## src/min_tracking_deque_assert.svh

```systemverilog
// ----------------------------------------------------------------------------
// min_tracking_deque_assert.svh
// Assertion macros for the min tracking deque. They expand to nothing when
// SYNTHESIS is defined.
// ----------------------------------------------------------------------------
`ifndef MIN_TRACKING_DEQUE_ASSERT_SVH
`define MIN_TRACKING_DEQUE_ASSERT_SVH

`ifndef SYNTHESIS
// Checked on every rising edge outside reset.
`define MTD_ASSERT(lbl, prop) \
  lbl: assert property (@(posedge clk) disable iff (rst) prop) \
    else $error("min_tracking_deque assertion failed");
// Checked on every rising edge, reset included.
`define MTD_ASSERT_ALWAYS(lbl, prop) \
  lbl: assert property (@(posedge clk) prop) \
    else $error("min_tracking_deque assertion failed");
`else
`define MTD_ASSERT(lbl, prop)
`define MTD_ASSERT_ALWAYS(lbl, prop)
`endif

`endif

```

## src/mtd_pkg.sv

```systemverilog
// ----------------------------------------------------------------------------
// mtd_pkg
// Shared constants, operation codes and request, response and cell control
// types of the min tracking deque.
// ----------------------------------------------------------------------------
package mtd_pkg;

  // Number of cells in the chain.
  localparam int DEPTH = 64;
  // Width of a cell index and of the occupancy count (which can reach DEPTH).
  localparam int IDX_W = $clog2(DEPTH);
  localparam int CNT_W = $clog2(DEPTH + 1);

  // Operation codes.
  localparam logic [1:0] MODE_PUSH_BACK  = 2'd0;
  localparam logic [1:0] MODE_PUSH_FRONT = 2'd1;
  localparam logic [1:0] MODE_POP_BACK   = 2'd2;
  localparam logic [1:0] MODE_POP_FRONT  = 2'd3;

  // Largest signed word, used as the neutral element of the minimum.
  localparam logic signed [31:0] VAL_MAX   = 32'sh7FFF_FFFF;
  // Reported minimum of an empty deque.
  localparam logic signed [31:0] EMPTY_MIN = -32'sd1;

  typedef struct packed {
    logic [1:0]         mode;
    logic signed [31:0] value;
  } req_t;

  typedef struct packed {
    logic signed [31:0] minimum;
    logic               empty_res;
    logic               overflow;
  } rsp_t;

  // Control broadcast to every cell.
  typedef struct packed {
    logic load;        // push back: the cell at the back position takes the value
    logic shift_r;     // push front: every cell takes its left neighbour
    logic shift_l;     // pop front: every cell takes its right neighbour
    logic sweep;       // minimum sweep in progress
  } cell_ctrl_t;

endpackage

```

## src/mtd_cell.sv

```systemverilog
// ----------------------------------------------------------------------------
// mtd_cell
// One cell of the deque chain. It holds one stored value and one running
// minimum, and exchanges both with its neighbours.
// ----------------------------------------------------------------------------
module mtd_cell import mtd_pkg::*; (
  input  logic               clk,
  input  cell_ctrl_t         ctrl,
  input  logic               occupied,
  input  logic               wr_here,
  input  logic signed [31:0] push_val,
  input  logic signed [31:0] left_val,
  input  logic signed [31:0] right_val,
  input  logic signed [31:0] min_in,
  output logic signed [31:0] val,
  output logic signed [31:0] min_out
);

  logic signed [31:0] key;

  // An empty cell takes no part in the minimum.
  assign key = occupied ? val : VAL_MAX;

  // Stored value: written on push back, moved along on push front and pop front.
  // The three controls never coincide, and with none of them the value holds.
  always_ff @(posedge clk) begin
    if (ctrl.load && wr_here) begin
      val <= push_val;
    end else if (ctrl.shift_r) begin
      val <= left_val;
    end else if (ctrl.shift_l) begin
      val <= right_val;
    end
  end

  // Running minimum flows from the back of the chain towards the front.
  always_ff @(posedge clk) begin
    if (ctrl.sweep) begin
      min_out <= (key < min_in) ? key : min_in;
    end
  end

endmodule

```

## config.mk

```make
export PLATFORM = sky130hd
export DESIGN_NAME = mtd_cell
export DESIGN_NICKNAME = d
export VERILOG_FILES = /design/src/min_tracking_deque_assert.svh /design/src/mtd_pkg.sv /design/src/mtd_cell.sv
export SDC_FILE = /design/constraint.sdc
export NUM_CORES = 1
export LEC_CHECK = 0
export BUFFER_PORTS_ARGS = -buffer_cell sky130_fd_sc_hd__buf_2
export CAP_MARGIN = 20
export CORE_MARGIN = 8
export CORE_UTILIZATION = 40
export CTS_CLUSTER_DIAMETER = 120
export CTS_CLUSTER_SIZE = 20
export DETAILED_ROUTE_END_ITERATION = 8
export GPL_TIMING_DRIVEN = 0
export PLACE_DENSITY_LB_ADDON = 0.25
export SETUP_SLACK_MARGIN = 0.3
export SYNTH_ARGS = -nofsm -noshare
export SYNTH_HDL_FRONTEND = slang
export SYNTH_SLANG_ARGS = --single-unit
export TNS_END_PERCENT = 100
```

## constraint.sdc

```tcl
create_clock -name clk -period 5.8 [get_ports clk]
set_input_delay 0.29 -clock clk [delete_from_list [all_inputs] [get_ports clk]]
set_output_delay 0.29 -clock clk [all_outputs]
set_load 0.02 [all_outputs]
```

; ---- Yosys cells after proc, flatten, opt, wreduce, memory -nomap -nowiden
; Cells that the tools add are included.
[totals]
register_bits = 64
latchBits = 0
ramBits = 0
mem_bits_ro = 0
mem_count = 0
[classes]
add_sub_neg = 0
mul = 0
n_div = 0
magnitude_cmp = 1
eq_ne = 0
shift = 0
mux = 5
n_bitwise = 0
reduce_logical = 2
[op_table]
columns = op, n
row1 = $mux W32, 5
row2 = $lt A32 B32 Y1, 1
row3 = $reduce_bool A3 Y1, 1
row4 = $logic_and A1 B1 Y1, 1

; ---- Longest topological paths before layout
; Gate-level depths: netlist of run 1.
[logic_depth]
ltp_word = 3
depth_mapped = 11
ltp_nobuf = 9

; ---- Worst setup path before layout of run 1
; No wires, ideal clock.
[synth_timing]
path_kind = reg2reg
start = register val[27]
end = register min_out[10], data pin
setup_ns = 0.260
arrival_time_ns = 2.492
t_required_ns = 5.540
slack_ns = 3.048
path_stages_with_launch = 11
path_buffers = 1
synth_period_minus_slack_ns = 2.752
cell_sequence = edfxtp_1 > nand2b_1 > ha_1 > a2111oi_2 > o21ai_1 > o2111ai_1 > nand3_1 > nor3_2 > xnor2_2 > buf_6 > mux2_4
[synth_via]
elab_chain_cells = 3
[synth_rtl]
columns = item, line_no
row1 = "start, declared", mtd_cell.sv:15  ; output logic signed [31:0] val,
row2 = "start signal, assigned", mtd_cell.sv:28  ; val <= push_val;
row3 = "start signal, assigned", mtd_cell.sv:30  ; val <= left_val;
row4 = "start signal, assigned", mtd_cell.sv:32  ; val <= right_val;
row5 = $mux W32, mtd_cell.sv:22  ; assign key = occupied ? val : VAL_MAX;
row6 = $lt A32 B32 Y1, mtd_cell.sv:39  ; min_out <= (key < min_in) ? key : min_in;
row7 = $mux W32, mtd_cell.sv:39
row8 = "end signal, assigned", mtd_cell.sv:39
row9 = "end, declared", mtd_cell.sv:16  ; output logic signed [31:0] min_out
; No other way between the ends.
; A chain may end at the register's enable or synchronous reset.

; ---- Worst setup path in the final report of run 1
[layout_timing]
start = input port occupied
end = register min_out[21], data pin
[layout_via]
elab_chain_cells = 3
[layout_rtl]
columns = item, line_no
row1 = "start, declared", mtd_cell.sv:9  ; input logic occupied,
row2 = $mux W32 *, mtd_cell.sv:22
row3 = $lt A32 B32 Y1, mtd_cell.sv:39
row4 = $mux W32 *, mtd_cell.sv:39
; Every way passes the cells marked *; elsewhere a longest branch is shown, timed or not.

==> metrics.txt, run 1 <==
Initial Util=0.404; Final ANT Viol Nets=0; simple-gate share of the synthesized area=0.115; Worst slew margin=0.531; layout cells sized above 1=0.430; clock power share=0.207; grt total ovfl=0; Post-Synth Adder-Cell Area=0.0947; CTS buffer count=9; Final Cell Area=0.00542 mm2; worst r2r path cells=10; WS Path Type=primary input to register; Sink Count=64; Cell Rows=37; largest family of logic cells by synthesized area=multiplexers; total of max-cap violations=0; core area=0.0101 mm2; Clock Latency Late Sink=0.33 ns; final hold vios=0; syn nets=524; Worst Path Max Fanout=10; die height=117 um; Synth Area in Compound Gates=0.0739; first-pass GRT wire length=17.3 mm; sw frac=0.309; Multi-input gate area=0.00197 mm2; wire per inst=15.7 um; CTS H-tree lvls=3; crit end category=register; Hold Buf Count CTS=0; FF/Latch Area=0.00192 mm2; I/O pins=199; RR Startpoint=val[20]; Hold Path Depth=3; Root Buffer=clkbuf_8; Reg clk slew, reported paths=0.06 ns; reg2reg end=min_out[21]; DR top layer=met4; logic gate share of total power=0.359; Fill cells=957; Metal-1 WL=4.70 mm; Switch Pwr=0.000441 W; Worst Max-Slew Pin Slew=0.704 ns; Final Setup Violations=0; status=finished, final reports clean; initial DRC count=66; xor/xnor share of the synthesized area=0.00397; most common cell after layout, fill and taps aside=buf_2; metal2 WL=5.49 mm; critical path arrival=2.96 ns; skew final=0.00719 ns; Die Wd=117 um; post-CTS resize count=0; CP required=5.87 ns; Worst VDD drop=0.111 mV; CP Launch Type=primary input; Cells after Synth=358; Hold Path Origin=push_val[23]; total number of vias=3,271; Post-Route Utilization=0.535; fmax=347 MHz; largest net degree at the start of global routing=33; Nets=733; router iterations before antenna repair=4; Internal=0.000988 W; sequential share of the synthesized area=0.469; WHS Endpoint=val[23]; mapped cell area=0.00410 mm2; Synth cell types=29; post-synthesis mux area share=0.194; gr usage total=0.164; PD cells=263 mW/mm2; Sequential Power Share=0.434; RSZ-0062 raised after global routing=no; CTS tree=built; Max Root-Sink Buffers=2; gp weighted congestion=0.858; hpwl dp=9.60 mm; vias in the first global route=3,576; met3 wire len=711 um; DRC violations left=0; Yosys reg bits=64; PortBufs=197; Min-Delay Path Class=primary input to register; Diodes inserted=0; Synth Warn #=0; setup_tns=0 ns; max-slew violation count=0; vias per cell=4.63; R2R setup slack=2.93 ns; leak pwr=2.61 nW; syn_area_per_cell=11.4 um2; initial antenna violation count=0; Final Cycle Share=0.498; Area after DPL=0.00528 mm2; final critical-path required period=2.89 ns; post-CTS setup buffers=0; die area=0.0137 mm2; Detailed Route WL=11.1 mm; commonest cells after routing, fill and taps aside=buf_2 (197), edfxtp_1 (64), nand2_1 (43); Area Overhead vs Synth=32.4%
==> critical path, cell delays in order <==
cell and delay, ns:
buf_2 0.13, clkbuf_1 0.34, nand2b_1 0.17, ha_1 0.35, a2111oi_2 0.36, o21ai_1 0.11
o2111ai_1 0.12, nand3_1 0.13, nor3_2 0.18, xnor2_2 0.23, buf_6 0.25, mux2_4 0.31
==> cell families after synthesis <==
group           Yosys count
buf+inv                  48
fa+ha+maj                31
flops                    64
simple gates             94
mux                      64
xor+xnor                  1
compound gates           56
==> layer usage <==
layer	vias up	GRT usage
met1	1439	0.192
met5	-	0
met2	127	0.285
li1	1690	-
met4	0	0.0683
met3	15	0.0364
==> Yosys cell counts, drive strengths merged <==
cell type,instances,area (um2)
nor4bb,1,10.0
a22oi,1,7.51
edfxtp,64,1920
or3,1,6.26
and2,2,12.5
a21oi,12,60.1
nand3,2,10.0
nand2,43,161
xnor2,1,16.3
mux2i,32,320
o2111ai,1,8.76
ha,31,388
nand4,3,18.8
nor2,5,18.8
nor3,5,30.0
inv,31,116
a2111oi,1,15.0
o21ai,39,195
mux2,32,473
o21a,1,7.51
and4,1,8.76
nand2b,31,194
a221oi,1,8.76
clkbuf,12,45.0
buf,5,41.3
==> power by group through the flow <==
stage / Clock, W / Sequential (W) / Combinational (W)
after global placement: 0 / 0.000629 / 0.000509
after floorplan: 0 / 0.000712 / 0.000265
final: 0.000296 / 0.000619 / 0.000513
after detailed placement: 0 / 0.000630 / 0.000521
after CTS: 0.000309 / 0.000621 / 0.000522
after global routing: 0.000327 / 0.000629 / 0.000555
==> per-stage QoR <==
step / instances / hold slack, ns / worst slack (ns) / power [W]
floorplan: 358 / 0.402 / 3.05 / 0.000977
global placement: 691 / 0.572 / 2.53 / 0.00114
detailed placement: 692 / 0.577 / 2.51 / 0.00115
CTS: 706 / 0.221 / 2.86 / 0.00145
global route: 706 / 0.239 / 2.63 / 0.00151
finish: 706 / 0.238 / 2.91 / 0.00143
==> worst max path at each step <==
| stage | endpoint | from | depth (start not counted) |
|---|---|---|---|
| final | min_out[21] | occupied | 12 |
| after global routing | min_out[17] | occupied | 12 |
| after floorplan | min_out[10] | val[27] | 10 |
| after detailed placement | min_out[21] | occupied | 12 |
| after CTS | min_out[21] | occupied | 12 |
| after global placement | min_out[26] | occupied | 12 |
==> layout make-up <==
type,instances,area share
flip-flops and latches,64,0.354
clock buffers,11,0.0242
multi-input cells,246,0.363
well taps,136,0.0314
inverters,31,0.0215
repair buffers,198,0.187
plain buffers,17,0.0159
clock inverters,3,0.00208
==> registers in the layout, summed over array words and instances (netlist names) <==
| signal | count |
|---|---|
| min_out | 32 |
| val | 32 |
No activity file was read; power rests on OpenSTA's default activity.
==> inputs of run 2 (changes only) <==
- ABC_AREA: default -> 1
- clock period: 5.8 -> 2.5 ns (I/O delays scaled with it)
==> metrics.txt, run 2 <==
status=finished, final reports clean; leak pwr=3.17 nW; critical path arrival=2.43 ns; most common cell after layout, fill and taps aside=buf_2; core area=0.0102 mm2; PortBufs=196; Sink Count=64; initial DRC count=197; biggest regs=min_out x32, val x32; mapped cell area=0.00413 mm2; top-count cell post-synth=nand2_1; I/O pins=199; WHS Endpoint=min_out[9]; gp weighted congestion=0.888; grt total ovfl=0; Cell Rows=37; CP Launch Type=register; EDFF count, synth=64; CTS buffer count=9; Fill cells=892; Area Overhead vs Synth=51.9%; Post-synth ARST share=0; syn nets=685; skew final=0.00820 ns; fmax=427 MHz; Worst VDD drop=0.244 mV; initial antenna violation count=0; die area=0.0138 mm2; RR Startpoint=val[30]; largest net degree at the start of global routing=33; sequential share of the synthesized area=0.465; final hold vios=0; gr usage total=0.187; worst r2r path cells=13; Synth cell types=18; die height=118 um; top_reg_cell synth=edfxtp_1; slowest library cell on the worst path=edfxtp_1; commonest cells after routing, fill and taps aside=buf_2 (197), nand2_1 (132), inv_1 (68); slowest stage delay, CP=0.41 ns; top cell type's share of synthesized area=0.465; vias in the first global route=4,649; Final ANT Viol Nets=0; Worst slew margin=0.561; top post-synthesis cells by area=edfxtp_1 (47%), nand2_1 (14%), ha_1 (9.4%); vias per cell=4.97; overall power=0.00371 W; total of max-cap violations=0; Post-Route Utilization=0.616; worst-path cell chain=inv_2 -> nand2_4 -> ha_4 -> nand2_2 -> nor2_2 -> nand4_1 -> nor4_2 -> nand2_4 -> nand2_4 -> nand2_8 -> buf_6 -> nand3_1 -> nand2_1; final critical-path required period=2.34 ns; syn_area_per_cell=7.96 um2; Detailed Route WL=13.9 mm; Die Wd=118 um; Worst Path Max Fanout=8; layout cells sized above 1=0.435; hpwl dp=11.0 mm; R2R setup slack=0.16 ns; CTS tree=built; Final Cell Area=0.00628 mm2; Cells after Synth=519; area leader, netlist=edfxtp_1; DRC violations left=0; Crit path max-delay family=simple AND/OR/NAND/NOR gates; Final Cycle Share=0.937; WS Path Type=register to register; Clock Latency Late Sink=0.34 ns; max-slew violation count=0; Max Root-Sink Buffers=2; CTS H-tree lvls=3; CP required=2.59 ns; Hold Path Origin=min_in[9]; router iterations before antenna repair=4; crit end category=register; Diodes inserted=0; Worst Path Buf+Inv=2; Synth Warn #=0; Yosys reg bits=64; Nets=913; PD cells=592 mW/mm2; Final Setup Violations=0; Reg clk slew, reported paths=0.06 ns; RSZ-0062 raised after global routing=yes; Min-Delay Path Class=primary input to register; Hold Path Depth=3; Initial Util=0.406; Worst Max-Slew Pin Slew=0.658 ns; total number of vias=4,400; reg2reg end=min_out[16]; first-pass GRT wire length=21.4 mm; wire per inst=15.7 um; Area after DPL=0.00533 mm2; Root Buffer=clkbuf_8; most frequent CP cell=nand2_4; commonest cells in the synthesized netlist=nand2_1 (159), inv_1 (71), nand3_1 (67)
==> run 2: power by group <==
group | internal, W | total (W) | switching, W
Combinational | 0.000650 | 0.00159 | 0.000935
Clock | 0.000328 | 0.000675 | 0.000347
Sequential | 0.00140 | 0.00145 | 0.0000539
Total | 0.00238 | 0.00371 | 0.00134
==> run 2: cell type report <==
class	count	area, um2	share of cell area
Multi-Input combinational cell	354	2330	0.372
Sequential cell	64	1920	0.306
Timing Repair Buffer	217	1210	0.193
Inverter	71	267	0.0425
Buffer	30	233	0.0371
Tap cell	136	170	0.0271
Clock buffer	9	124	0.0197
Clock inverter	4	15.0	0.00239
==> run 2: routing by layer <==
| metal | vias to the layer above | GRT usage | part of all wire |
|---|---|---|---|
| met5 | - | 0 | 0 |
| met4 | 0 | 0.0921 | 0.032 |
| met3 | 35 | 0.0412 | 0.065 |
| met2 | 197 | 0.324 | 0.49 |
| met1 | 1985 | 0.213 | 0.41 |
| li1 | 2183 | - | - |
==> run 2: kinds of logic after synthesis <==
group,count (synthesis),share of synthesized area
and+or+nand+nor,271,0.271
buffers and inverters,101,0.0957
DFF,64,0.465
AOI/OAI and AO/OA,52,0.0745
adders and majority gates,31,0.0939
==> run 2: how the worst max path moves through the flow <==
stage | from | to | slack, ns | cells past startpoint
floorplan | val[31] | min_out[3] | 0.31 | 13
global placement | occupied | min_out[21] | -0.03 | 13
detailed placement | occupied | min_out[21] | -0.08 | 13
CTS | val[29] | min_out[30] | 0.15 | 13
global route | val[19] | min_out[23] | 0.07 | 13
finish | val[30] | min_out[16] | 0.16 | 13
==> run 2: what timing repair did <==
action / 4_1_cts / 5_1_grt
setup buffers: 5 / 8
pin swaps: 26 / 29
gates cloned: 2 / 5
endpoints found under the setup margin: 32 / 32
gates resized for setup: 54 / 87
hold buffers: 0 / 0
endpoints found under the hold margin: 0 / 0
==> run 2: per-stage QoR <==
step,setup WS (ns),cells,hold WS (ns),setup TNS (ns)
finish,0.158,885,0.0982,0
global route,0.0694,885,0.105,0
CTS,0.152,872,0.0904,0
detailed placement,-0.0773,852,0.449,-1.27
global placement,-0.0330,851,0.443,-0.243
floorplan,0.311,519,0.237,0
==> run 2: worst reg2reg max path, cell delays in order, from the launching register on <==
cell,delay (ns)
edfxtp_1,0.41
inv_2,0.09
nand2_4,0.06
ha_4,0.27
nand2_2,0.05
nor2_2,0.12
nand4_1,0.15
nor4_2,0.26
nand2_4,0.13
nand2_4,0.13
nand2_8,0.10
buf_6,0.17
nand3_1,0.08
nand2_1,0.07
==> inputs of run 3 (changes only) <==
- PLACE_DENSITY: default -> 0.74
- PLACE_DENSITY_LB_ADDON: 0.25 -> default
==> metrics.txt, run 3 (same netlist as run 2, synthesis figures left out) <==
Crit path max-delay family=simple AND/OR/NAND/NOR gates; leak pwr=3.05 nW; Die Wd=118 um; Sink Count=64; Cell Rows=37; fmax=428 MHz; DRC violations left=0; final hold vios=0; final critical-path required period=2.34 ns; R2R setup slack=0.16 ns; Area after DPL=0.00533 mm2; I/O pins=199; biggest regs=min_out x32, val x32; logic gate share of total power=0.407; initial antenna violation count=0; CP startpoint=val[29]; Switch Pwr=0.00129 W; total number of vias=4,376; hpwl dp=11.5 mm; Worst Path Max Fanout=10; Detailed Route WL=14.2 mm; most common cell after layout, fill and taps aside=buf_2; sw frac=0.358; Hold WS=0.112 ns; Final ANT Viol Nets=0; PD cells=602 mW/mm2; initial DRC count=205; wire per inst=16.2 um; largest net degree at the start of global routing=33; total of max-cap violations=0; slowest library cell on the worst path=edfxtp_1; RSZ-0062 raised after global routing=yes; die height=118 um; critical path arrival=2.42 ns; Area Overhead vs Synth=44.6%; Diodes inserted=0; Nets=905; status=finished, final reports clean; die area=0.0138 mm2; Worst VDD drop=0.286 mV; Worst Max-Slew Pin Slew=0.651 ns; core area=0.0102 mm2; router iterations before antenna repair=5; Reg clk slew, reported paths=0.06 ns; crit end category=register; vias in the first global route=4,464; Root Buffer=clkbuf_8; first-pass GRT wire length=21.8 mm; CTS buffer count=9; worst r2r path cells=13; reg2reg end=min_out[19]; slowest stage delay, CP=0.40 ns; Min-Delay Path Class=primary input to register; gr usage total=0.191; Clock Latency Late Sink=0.33 ns; Initial Util=0.406; Hold Path Origin=min_in[25]; Max Root-Sink Buffers=2; Final Cell Area=0.00597 mm2; setup_tns=0 ns; skew final=0.00704 ns; max-slew violation count=0; Worst slew margin=0.566; CP Depth=13; Worst Path Buf+Inv=2; RR Startpoint=val[29]; Final Cycle Share=0.935; commonest cells after routing, fill and taps aside=buf_2 (197), nand2_1 (143), inv_1 (69); clock power share=0.186; final instance count without filler cells=877; vias per cell=4.99; CP required=2.58 ns; Hold Buf Count CTS=0; Internal=0.00231 W; CTS H-tree lvls=3; DP Cell Count=852; Sequential Power Share=0.406; PortBufs=196; gp weighted congestion=0.915; grt total ovfl=0; layout cells sized above 1=0.370; Final Setup Violations=0; WS Path Type=register to register; CP Launch Type=register; CTS tree=built; worst-path cell chain=inv_2 -> nand2_2 -> ha_4 -> nand2_2 -> nor2_4 -> nand4_1 -> nor4_4 -> nand2_4 -> nand2_4 -> nand2_8 -> buf_8 -> nand3_1 -> nand2_1; worst setup path end=min_out[19]
[run 3: changes by cell type in the layout (fill, tap and decap cells not counted), moves of 3 or more]
cell / before / now
buf_4: 13 / 7
nand3_2: 28 / 4
ha_4: 16 / 12
nand3_1: 35 / 62
ha_1: 15 / 19
nand3_4: 5 / 2
nand2_1: 132 / 143
nand2_2: 22 / 11
[run 3: how the worst min path moves through the flow]
| stage | endpoint | slack (ns) | cells past startpoint |
|---|---|---|---|
| 2_1_floorplan | min_out[0] | 0.24 | 0 |
| 3_3_place_gp | min_out[25] | 0.45 | 3 |
| 3_5_place_dp | min_out[28] | 0.45 | 3 |
| 4_1_cts | min_out[28] | 0.1 | 3 |
| 5_1_grt | min_out[28] | 0.12 | 3 |
| 6_report | min_out[25] | 0.11 | 3 |
[run 3: what timing repair did]
action	CTS	global route
gates cloned	1	3
endpoints found under the setup margin	32	32
hold endpoints to repair	0	0
buffers inserted	6	2
resized for setup	28	63
pin swaps	11	12
[run 3: power by group through the flow]
stage / registers, W / logic [W] / clock network (W)
global route: 0.00148 / 0.00159 / 0.000733
global placement: 0.00148 / 0.00118 / 0
CTS: 0.00146 / 0.00129 / 0.000687
floorplan: 0.00169 / 0.000538 / 0
finish: 0.00146 / 0.00146 / 0.000670
detailed placement: 0.00149 / 0.00121 / 0
[run 3: layout make-up]
| cell class | instances | area [um2] |
|---|---|---|
| clock inverter | 4 | 15.0 |
| tap | 136 | 170 |
| multi-input combinational | 354 | 2130 |
| timing repair buffer | 209 | 1130 |
| fill | 939 | 4210 |
| buffer | 30 | 213 |
| clock buffer | 9 | 124 |
| sequential | 64 | 1920 |
| inverter | 71 | 267 |
[run 3: metrics by stage]
stage | worst slack, ns | util | total power (W)
final | 0.162 | 0.586 | 0.00359
after global routing | 0.0426 | 0.586 | 0.00380
after CTS | 0.160 | 0.551 | 0.00344
after detailed placement | -0.0542 | 0.523 | 0.00270
after global placement | -0.0286 | 0.520 | 0.00267
after floorplan | 0.311 | - | 0.00223
[run 3: worst register-to-register path, cell delays in order, from the launching register on]
cell	delay, ns
edfxtp_1	0.40
inv_2	0.07
nand2_2	0.07
ha_4	0.28
nand2_2	0.07
nor2_4	0.12
nand4_1	0.17
nor4_4	0.24
nand2_4	0.13
nand2_4	0.14
nand2_8	0.09
buf_8	0.15
nand3_1	0.07
nand2_1	0.08
[run 3: routing by layer]
| layer | routed length [um] | part of all wire | global-route usage | up-vias |
|---|---|---|---|---|
| met3 | 891 | 0.063 | 0.0379 | 21 |
| met5 | 0 | 0 | 0 | - |
| met2 | 7430 | 0.52 | 0.342 | 195 |
| met1 | 5650 | 0.40 | 0.220 | 1996 |
| li1 | - | - | - | 2164 |
| met4 | 267 | 0.019 | 0.0753 | 0 |
